`src/rtl/bsfb_pkg.sv`:
```
`default_nettype none
// ----------------------------------------------------------------------------
// bsfb_pkg
// Types and constants shared by the byte stuffing frame builder.
// ----------------------------------------------------------------------------
package bsfb_pkg;

  localparam int BYTE_W  = 8;
  localparam int CFG_A_W = 2;

  localparam logic [CFG_A_W-1:0] REG_HEADER = 2'd0;
  localparam logic [CFG_A_W-1:0] REG_END    = 2'd1;
  localparam logic [CFG_A_W-1:0] REG_ESCAPE = 2'd2;

  localparam logic [BYTE_W-1:0] HEADER_RST = 8'h7E;
  localparam logic [BYTE_W-1:0] END_RST    = 8'h7E;
  localparam logic [BYTE_W-1:0] ESCAPE_RST = 8'h7D;
  localparam logic [BYTE_W-1:0] STUFF_XOR  = 8'h20;
  localparam logic [BYTE_W:0]   FLETCH_MOD = 9'd255;

  localparam int QDEPTH = 2;
  localparam int QPTR_W = (QDEPTH > 1) ? $clog2(QDEPTH) : 1;
  localparam int QCNT_W = $clog2(QDEPTH + 1);

  typedef struct packed {
    logic [BYTE_W-1:0] header_flag;
    logic [BYTE_W-1:0] end_flag;
    logic [BYTE_W-1:0] escape_flag;
  } cfg_t;

  // one classified input item waiting for the line sequencer
  typedef struct packed {
    logic              need_hdr;
    logic              last;
    logic [BYTE_W-1:0] payload;
    logic [BYTE_W-1:0] low_sum;
    logic [BYTE_W-1:0] high_sum;
  } entry_t;

  typedef enum logic [2:0] {
    PH_HDR,
    PH_DATA,
    PH_CKLO,
    PH_CKHI,
    PH_END
  } phase_t;

endpackage : bsfb_pkg
`default_nettype wire

```
`src/rtl/bsfb_front.sv`:
```
`default_nettype none
// ----------------------------------------------------------------------------
// bsfb_front
// Accepts payload items, keeps the Fletcher-16 sums and the frame state,
// and hands classified entries to the queue.
// ----------------------------------------------------------------------------
module bsfb_front
  import bsfb_pkg::*;
(
  input  wire logic              clk,
  input  wire logic              rst_n,
  input  wire logic              in_valid,
  output logic                   in_ready,
  input  wire logic [BYTE_W-1:0] payload,
  input  wire logic              final_byte,
  input  wire logic              q_full,
  output logic                   q_push,
  output entry_t                 q_entry
);

  logic [BYTE_W-1:0] low_sum_r, low_sum_nxt;
  logic [BYTE_W-1:0] high_sum_r, high_sum_nxt;
  logic              in_frame_r, in_frame_nxt;
  logic [BYTE_W:0]   s1_raw, s2_raw;
  logic [BYTE_W-1:0] s1, s2;

  assign in_ready = !q_full;
  assign q_push   = in_valid && !q_full;

  // both sums stay below 255, so one conditional subtract is a full mod
  always_comb begin
    s1_raw = {1'b0, low_sum_r} + {1'b0, payload};
    s1     = (s1_raw >= FLETCH_MOD) ? BYTE_W'(s1_raw - FLETCH_MOD) : s1_raw[BYTE_W-1:0];
    s2_raw = {1'b0, high_sum_r} + {1'b0, s1};
    s2     = (s2_raw >= FLETCH_MOD) ? BYTE_W'(s2_raw - FLETCH_MOD) : s2_raw[BYTE_W-1:0];
  end

  always_comb begin
    q_entry.need_hdr = !in_frame_r;
    q_entry.last     = final_byte;
    q_entry.payload  = payload;
    q_entry.low_sum  = s1;
    q_entry.high_sum = s2;

    low_sum_nxt  = low_sum_r;
    high_sum_nxt = high_sum_r;
    in_frame_nxt = in_frame_r;
    if (q_push) begin
      if (final_byte) begin
        low_sum_nxt  = '0;
        high_sum_nxt = '0;
        in_frame_nxt = 1'b0;
      end else begin
        low_sum_nxt  = s1;
        high_sum_nxt = s2;
        in_frame_nxt = 1'b1;
      end
    end
  end

  always_ff @(posedge clk) begin
    if (!rst_n) begin
      low_sum_r  <= '0;
      high_sum_r <= '0;
      in_frame_r <= 1'b0;
    end else begin
      low_sum_r  <= low_sum_nxt;
      high_sum_r <= high_sum_nxt;
      in_frame_r <= in_frame_nxt;
    end
  end

endmodule : bsfb_front
`default_nettype wire

```
`src/rtl/bsfb_queue.sv`:
```
`default_nettype none
// ----------------------------------------------------------------------------
// bsfb_queue
// Short entry queue between the accepting front and the line sequencer.
// ----------------------------------------------------------------------------
module bsfb_queue
  import bsfb_pkg::*;
(
  input  wire logic   clk,
  input  wire logic   rst_n,
  input  wire logic   push,
  input  wire entry_t push_entry,
  input  wire logic   pop,
  output logic        full,
  output logic        head_valid,
  output entry_t      head
);

  entry_t             mem [QDEPTH];
  logic [QPTR_W-1:0]  wr_ptr_r, wr_ptr_nxt;
  logic [QPTR_W-1:0]  rd_ptr_r, rd_ptr_nxt;
  logic [QCNT_W-1:0]  count_r, count_nxt;
  logic               do_pop;

  assign full       = (count_r == QCNT_W'(QDEPTH));
  assign head_valid = (count_r != '0);
  assign head       = mem[rd_ptr_r];
  assign do_pop     = pop && head_valid;

  function automatic logic [QPTR_W-1:0] ptr_inc(input logic [QPTR_W-1:0] p);
    ptr_inc = (p == QPTR_W'(QDEPTH - 1)) ? '0 : QPTR_W'(p + 1'b1);
  endfunction

  always_comb begin
    wr_ptr_nxt = push ? ptr_inc(wr_ptr_r) : wr_ptr_r;
    rd_ptr_nxt = do_pop ? ptr_inc(rd_ptr_r) : rd_ptr_r;
    count_nxt  = count_r;
    if (push && !do_pop) begin
      count_nxt = QCNT_W'(count_r + 1'b1);
    end else if (!push && do_pop) begin
      count_nxt = QCNT_W'(count_r - 1'b1);
    end
  end

  always_ff @(posedge clk) begin
    if (push) begin
      mem[wr_ptr_r] <= push_entry;
    end
  end

  always_ff @(posedge clk) begin
    if (!rst_n) begin
      wr_ptr_r <= '0;
      rd_ptr_r <= '0;
      count_r  <= '0;
    end else begin
      wr_ptr_r <= wr_ptr_nxt;
      rd_ptr_r <= rd_ptr_nxt;
      count_r  <= count_nxt;
    end
  end

endmodule : bsfb_queue
`default_nettype wire

```
`src/rtl/bsfb_back.sv`:
```
`default_nettype none
// ----------------------------------------------------------------------------
// bsfb_back
// Line sequencer: per queue entry, header (new frame), stuffed payload and,
// if last, stuffed checksum and end; one line byte per cycle unless stalled.
// ----------------------------------------------------------------------------
module bsfb_back
  import bsfb_pkg::*;
(
  input  wire logic               clk,
  input  wire logic               rst_n,
  input  wire cfg_t               cfg,
  input  wire logic               head_valid,
  input  wire entry_t             head,
  output logic                    pop,
  output logic                    out_valid,
  input  wire logic               out_ready,
  output logic [BYTE_W-1:0]       out_byte,
  output logic                    out_last,
  output logic                    out_closed
);

  phase_t            phase_r, phase_nxt, eff;
  logic              second_r, second_nxt;
  logic              out_valid_r;
  logic [BYTE_W-1:0] out_byte_r;
  logic              out_last_r, out_closed_r;
  logic              load, adv;
  logic [BYTE_W-1:0] val, byte_c;
  logic              special, closed_c, done_c;

  assign load = !out_valid_r || out_ready;
  assign adv  = head_valid && load;
  assign pop  = adv && done_c;

  assign out_valid  = out_valid_r;
  assign out_byte   = out_byte_r;
  assign out_last   = out_last_r;
  assign out_closed = out_closed_r;

  always_comb begin
    // no header when the frame is already open
    eff = (phase_r == PH_HDR && !head.need_hdr) ? PH_DATA : phase_r;

    case (eff)
      PH_DATA: val = head.payload;
      PH_CKLO: val = head.low_sum;
      PH_CKHI: val = head.high_sum;
      default: val = '0;
    endcase
    special = (val == cfg.header_flag) || (val == cfg.end_flag) ||
              (val == cfg.escape_flag);

    phase_nxt  = phase_r;
    second_nxt = second_r;
    byte_c     = '0;
    closed_c   = 1'b0;
    done_c     = 1'b0;

    case (eff)
      PH_HDR: begin
        byte_c    = cfg.header_flag;
        phase_nxt = PH_DATA;
      end
      PH_DATA, PH_CKLO, PH_CKHI: begin
        if (special && !second_r) begin
          byte_c     = cfg.escape_flag;
          second_nxt = 1'b1;
        end else begin
          byte_c     = second_r ? (val ^ STUFF_XOR) : val;
          second_nxt = 1'b0;
          case (eff)
            PH_DATA: begin
              if (head.last) begin
                phase_nxt = PH_CKLO;
              end else begin
                done_c = 1'b1;
              end
            end
            PH_CKLO: phase_nxt = PH_CKHI;
            default: phase_nxt = PH_END;
          endcase
        end
      end
      PH_END: begin
        byte_c   = cfg.end_flag;
        closed_c = 1'b1;
        done_c   = 1'b1;
      end
      default: begin
        phase_nxt = PH_HDR;
      end
    endcase

    if (done_c) begin
      phase_nxt = PH_HDR;
    end
  end

  always_ff @(posedge clk) begin
    if (load) begin
      out_byte_r   <= byte_c;
      out_last_r   <= done_c;
      out_closed_r <= closed_c;
    end
  end

  always_ff @(posedge clk) begin
    if (!rst_n) begin
      phase_r     <= PH_HDR;
      second_r    <= 1'b0;
      out_valid_r <= 1'b0;
    end else begin
      if (load) begin
        out_valid_r <= head_valid;
      end
      if (adv) begin
        phase_r  <= phase_nxt;
        second_r <= second_nxt;
      end
    end
  end

endmodule : bsfb_back
`default_nettype wire

```
`src/rtl/byte_stuffed_frame_builder.sv`:
```
`default_nettype none
// ----------------------------------------------------------------------------
// byte_stuffed_frame_builder
// Path: an accepted item is written into the queue; its line bytes leave the output register.
// Throughput: one line byte per cycle from the sequencer while out_tready does not stall
//   it; an item yields 1 to 8 line bytes over the single output byte lane.
// Reset: synchronous, active low; clears sums, frame state, queue and output,
//   and loads the flag registers with 0x7E, 0x7E, 0x7D.
// ----------------------------------------------------------------------------
module byte_stuffed_frame_builder
  import bsfb_pkg::*;
(
  input  wire logic               clk,
  input  wire logic               rst_n,
  // configuration
  input  wire logic               cfg_we,
  input  wire logic [CFG_A_W-1:0] cfg_addr,
  input  wire logic [BYTE_W-1:0]  cfg_wdata,
  // payload stream
  input  wire logic               in_tvalid,
  output logic                    in_tready,
  input  wire logic [7:0]         in_tdata,   // [7:0] payload_byte
  input  wire logic               in_tlast,   // final_byte
  // line stream
  output logic                    out_tvalid,
  input  wire logic               out_tready,
  output logic [7:0]              out_tdata,  // [7:0] line_byte
  output logic                    out_tlast,  // run_last
  output logic                    out_tuser   // frame_closed
);

  cfg_t   cfg_r, cfg_nxt;
  logic   q_full, q_push, q_pop, q_head_valid;
  entry_t q_entry, q_head;

  always_comb begin
    cfg_nxt = cfg_r;
    if (cfg_we) begin
      case (cfg_addr)
        REG_HEADER: cfg_nxt.header_flag = cfg_wdata;
        REG_END:    cfg_nxt.end_flag    = cfg_wdata;
        REG_ESCAPE: cfg_nxt.escape_flag = cfg_wdata;
        default:    cfg_nxt = cfg_r;
      endcase
    end
  end

  always_ff @(posedge clk) begin
    if (!rst_n) begin
      cfg_r.header_flag <= HEADER_RST;
      cfg_r.end_flag    <= END_RST;
      cfg_r.escape_flag <= ESCAPE_RST;
    end else begin
      cfg_r <= cfg_nxt;
    end
  end

  bsfb_front u_front (
    .clk        (clk),
    .rst_n      (rst_n),
    .in_valid   (in_tvalid),
    .in_ready   (in_tready),
    .payload    (in_tdata),
    .final_byte (in_tlast),
    .q_full     (q_full),
    .q_push     (q_push),
    .q_entry    (q_entry)
  );

  bsfb_queue u_queue (
    .clk        (clk),
    .rst_n      (rst_n),
    .push       (q_push),
    .push_entry (q_entry),
    .pop        (q_pop),
    .full       (q_full),
    .head_valid (q_head_valid),
    .head       (q_head)
  );

  bsfb_back u_back (
    .clk        (clk),
    .rst_n      (rst_n),
    .cfg        (cfg_r),
    .head_valid (q_head_valid),
    .head       (q_head),
    .pop        (q_pop),
    .out_valid  (out_tvalid),
    .out_ready  (out_tready),
    .out_byte   (out_tdata),
    .out_last   (out_tlast),
    .out_closed (out_tuser)
  );

endmodule : byte_stuffed_frame_builder
`default_nettype wire
```
`config.mk`:
```
export PLATFORM = sky130hd
export DESIGN_NAME = byte_stuffed_frame_builder
export DESIGN_NICKNAME = d
export VERILOG_FILES = /design/src/rtl/bsfb_pkg.sv /design/src/rtl/bsfb_front.sv /design/src/rtl/bsfb_queue.sv /design/src/rtl/bsfb_back.sv /design/src/rtl/byte_stuffed_frame_builder.sv
export SDC_FILE = /design/constraint.sdc
export NUM_CORES = 1
export LEC_CHECK = 0
export BUFFER_PORTS_ARGS = -buffer_cell sky130_fd_sc_hd__buf_2
export CORE_MARGIN = 2
export CORE_UTILIZATION = 56
export DETAILED_ROUTE_END_ITERATION = 10
export PLACE_DENSITY = 0.87
export SYNTH_ARGS = -nofsm -noshare
export SYNTH_HDL_FRONTEND = slang
export SYNTH_HIERARCHICAL = 1
export SYNTH_SLANG_ARGS = --single-unit
```
`constraint.sdc`:
```
create_clock -name clk -period 5.6 [get_ports clk]
set_input_delay 1.12 -clock clk [delete_from_list [all_inputs] [get_ports clk]]
set_output_delay 1.12 -clock clk [all_outputs]
set_load 0.02 [all_outputs]
```
==> impl_metrics.tcl <==
set metrics [dict create \
    synth_fp_nets 610 \
    synth_seq_area_share 0.444 \
    fin_tns_setup_ns 0 \
    syn_area_per_cell_sq_um 11.5 \
    grt_pass1_vias 4888 \
    num_vias 4668 \
    synth_edf_count 62 \
    finalHoldViolCount 0 \
    syn_inst 564 \
    async_flop_share 0 \
    max_freq_mhz 188 \
    top_layer_used "met4" \
    drt-total-wl_um 15100 \
    antenna_found_initial 0 \
    core_sq_um 11400 \
    cp_max_fo 4 \
    clkSinkCount 113 \
    max_cap_violations 0 \
    power_density_nw_per_um2 516 \
    io_pins 36 \
    crit_arrival_ns 5.62 \
    route.met2.wl_um 7780 \
    timing.final.crit_share 0.950 \
    worst_ir_drop_vdd_v 0.000331 \
    ys_seq_elements 113 \
    critPathLaunchType "input port" \
    min_period_ns 5.32 \
    grt_usage 0.254 \
    grt_pass1_wl_um 24900 \
    maxSlewViolCount 0 \
    min_from "u_front/in_frame_r" \
    stdcell_area_sq_um 7620 \
    clock_latency_ns 0.41 \
    drtPass1Iterations 5 \
    clockBufferDepth 2 \
    cp-end-kind "flip-flop" \
    tightestPinTransition_ns 1.19 \
    r2r_setup_slack_ns 0.76 \
    cts_root_buffer "clkbuf_16" \
    clockPowerShare 0.317 \
    hp-class "flip-flop to flip-flop" \
    start_util 0.571 \
    p_sw_w 0.00131 \
    overflow 0 \
    postCtsHoldBufs 0 \
    drt-met1-wl_um 6140 \
    dp_hpwl_um 10600 \
    status "complete, no violations" \
    seq_power_share 0.301 \
    numCtsBuffers 17 \
    whs_path_depth 1 \
    die_area_sq_um 12500 \
    dieWidth_um 112 \
    r2r-start "u_front/low_sum_r[0]" \
    die_y_um 112 \
    synth-warning-count 6 \
    setup_viol 0 \
    htree_levels 4 \
    grt_max_degree 48 \
    place_area_sq_um 6940 \
    rsz0062_at_grt "false" \
    met3_wirelength_um 881 \
    remaining_drc_errors 0 \
    drive_gt1_frac 0.277 \
    synthDistinctLibCells 78 \
    syn_to_final_growth_pct 17.5 \
    cp_data_required_time_ns 5.90 \
    numPortBuffers 35 \
    intPower_w 0.00262 \
    cts_tree "yes" \
    postCtsSetupBuffers 0 \
    ys.flop_type "edfxtp_1" \
    p_leak_nw 3.00 \
    r2r_end "u_front/high_sum_r[1]" \
    slew_headroom 0.204 \
    clkTransAtPathRegs_ns 0.06 \
    drtAntennaViolNets 0 \
    swShare 0.333 \
    synthesis.area_sq_um 6490 \
    hold_end "u_queue/mem[0][25]" \
    drt_iter0_drc 434 \
    num_antenna_cells 0 \
    critical_path_class "input port to flip-flop" \
    finClkSkew_ns 0.00891 \
    wire_per_inst_um 19.3 \
    combPwrFrac 0.382 \
    vias_per_cell 5.97 \
    worstRegToRegCells 17 \
    gp_congestion 0.905 \
    rows 39 \
    nNetsFinal 672 \
    cts-resized-gates 0 \
]
-- worst max path at each step --
| stage | from | endpoint | slack, ns | cells after the start |
|---|---|---|---|---|
| 5_1_grt | in_tdata[0] | u_front/high_sum_r[1] | 0.03 | 18 |
| 6_report | in_tdata[0] | u_front/high_sum_r[1] | 0.28 | 18 |
| 2_1_floorplan | in_tdata[0] | u_front/high_sum_r[1] | 0.02 | 17 |
| 4_1_cts | in_tdata[0] | u_front/high_sum_r[1] | 0.30 | 18 |
| 3_5_place_dp | in_tdata[0] | u_front/high_sum_r[1] | -0.12 | 18 |
| 3_3_place_gp | in_tdata[0] | u_front/high_sum_r[1] | 0.03 | 18 |
-- synthesized netlist by cell type, drive strengths merged (11+ instances only) --
cell | instances | area share
mux2 | 39 | 0.072
a22o | 16 | 0.022
mux2i | 27 | 0.042
nor2 | 33 | 0.021
xor2 | 11 | 0.021
edfxtp | 62 | 0.29
nor2b | 34 | 0.033
o21ai | 19 | 0.015
buf | 19 | 0.022
a21oi | 15 | 0.012
ha | 20 | 0.039
dfxtp | 51 | 0.16
nand2 | 36 | 0.022
inv | 17 | 0.0098
xnor2 | 35 | 0.048
-- logic make-up (layout without fill, tap and decap cells) --
family | after synthesis | in the layout | share of synthesized area
compound gates | 112 | 112 | 0.154
xor+xnor | 46 | 46 | 0.0690
fa+ha+maj | 22 | 22 | 0.0447
buf+inv | 45 | 120 | 0.0374
flops | 113 | 113 | 0.444
mux | 66 | 66 | 0.114
simple gates | 160 | 160 | 0.137
-- sequential cells by signal, indices dropped and copies added, names as in the netlist, named ones only --
| signal | flops |
|---|---|
| u_queue/rd_ptr_r | 1 |
| u_back/phase_r | 3 |
| u_front/high_sum_r | 8 |
| u_front/in_frame_r | 1 |
| u_queue/mem | 52 |
| u_back/out_byte | 8 |
| u_back/out_valid | 1 |
| cfg_r | 24 |
| u_back/out_last | 1 |
| u_back/second_r | 1 |
| u_queue/wr_ptr_r | 1 |
| u_front/low_sum_r | 8 |
| u_back/out_closed | 1 |
| u_queue/count_r | 2 |
-- metrics by stage --
step                      cells   util  setup slack, ns  total power, W  hold slack [ns]
after floorplan             564      -           0.0204         0.00223            0.440
after global placement      750  0.610           0.0286         0.00261            0.448
after detailed placement    750  0.610           -0.117         0.00267            0.461
after CTS                   782  0.670            0.299         0.00393            0.468
after global routing        782  0.670           0.0281         0.00413            0.478
final                       782  0.670            0.281         0.00394            0.472
-- routing by layer --
| metal | global-route usage | up-vias |
|---|---|---|
| met4 | 0.0947 | 0 |
| met2 | 0.439 | 193 |
| met1 | 0.303 | 2254 |
| met5 | 0 | - |
| met3 | 0.0680 | 23 |
| li1 | - | 2198 |
-- final cells by class --
type,instances,area [sq um]
fill,777,3750
multi-input combinational,406,3370
sequential,113,2880
clock buffer,19,453
timing repair buffer,71,445
clock inverter,13,231
tap,143,179
inverter,17,63.8
-- power groups by stage --
stage	Clock, W	Combinational (W)	Sequential (W)
after detailed placement	0	0.00148	0.00119
after floorplan	0	0.00103	0.00121
final	0.00125	0.00150	0.00118
after CTS	0.00126	0.00149	0.00118
after global placement	0	0.00142	0.00118
after global routing	0.00129	0.00163	0.00120
-- cell usage in the layout, fill, tap and decap left out, types with 10 or more instances in the layout --
cell type | Yosys | final
buf_2 | 4 | 35
nor2_1 | 31 | 31
xnor2_1 | 34 | 34
edfxtp_1 | 62 | 62
dfxtp_1 | 51 | 51
ha_1 | 20 | 20
nor2b_1 | 34 | 33
nand2_1 | 35 | 35
a21oi_1 | 14 | 14
mux2i_1 | 27 | 27
mux2_2 | 30 | 30
o21ai_0 | 10 | 10
clkbuf_16 | 0 | 17
inv_1 | 17 | 17
a22o_1 | 16 | 16
buf_4 | 12 | 36
-- critical path: stages --
cell and delay (ns):
buf_2 0.11, ha_1 0.22, fa_1 0.41, a211oi_2 0.29
o21bai_1 0.12, a21oi_1 0.19, xor2_1 0.14, o41ai_4 0.52
a21oi_1 0.13, a31oi_1 0.30, ha_1 0.28, o21ai_1 0.11
or4b_1 0.49, o2111a_2 0.18, nor3_2 0.22, a41o_2 0.26
mux2_4 0.32, a22o_1 0.21
No activity file was read; power rests on OpenSTA's default activity.
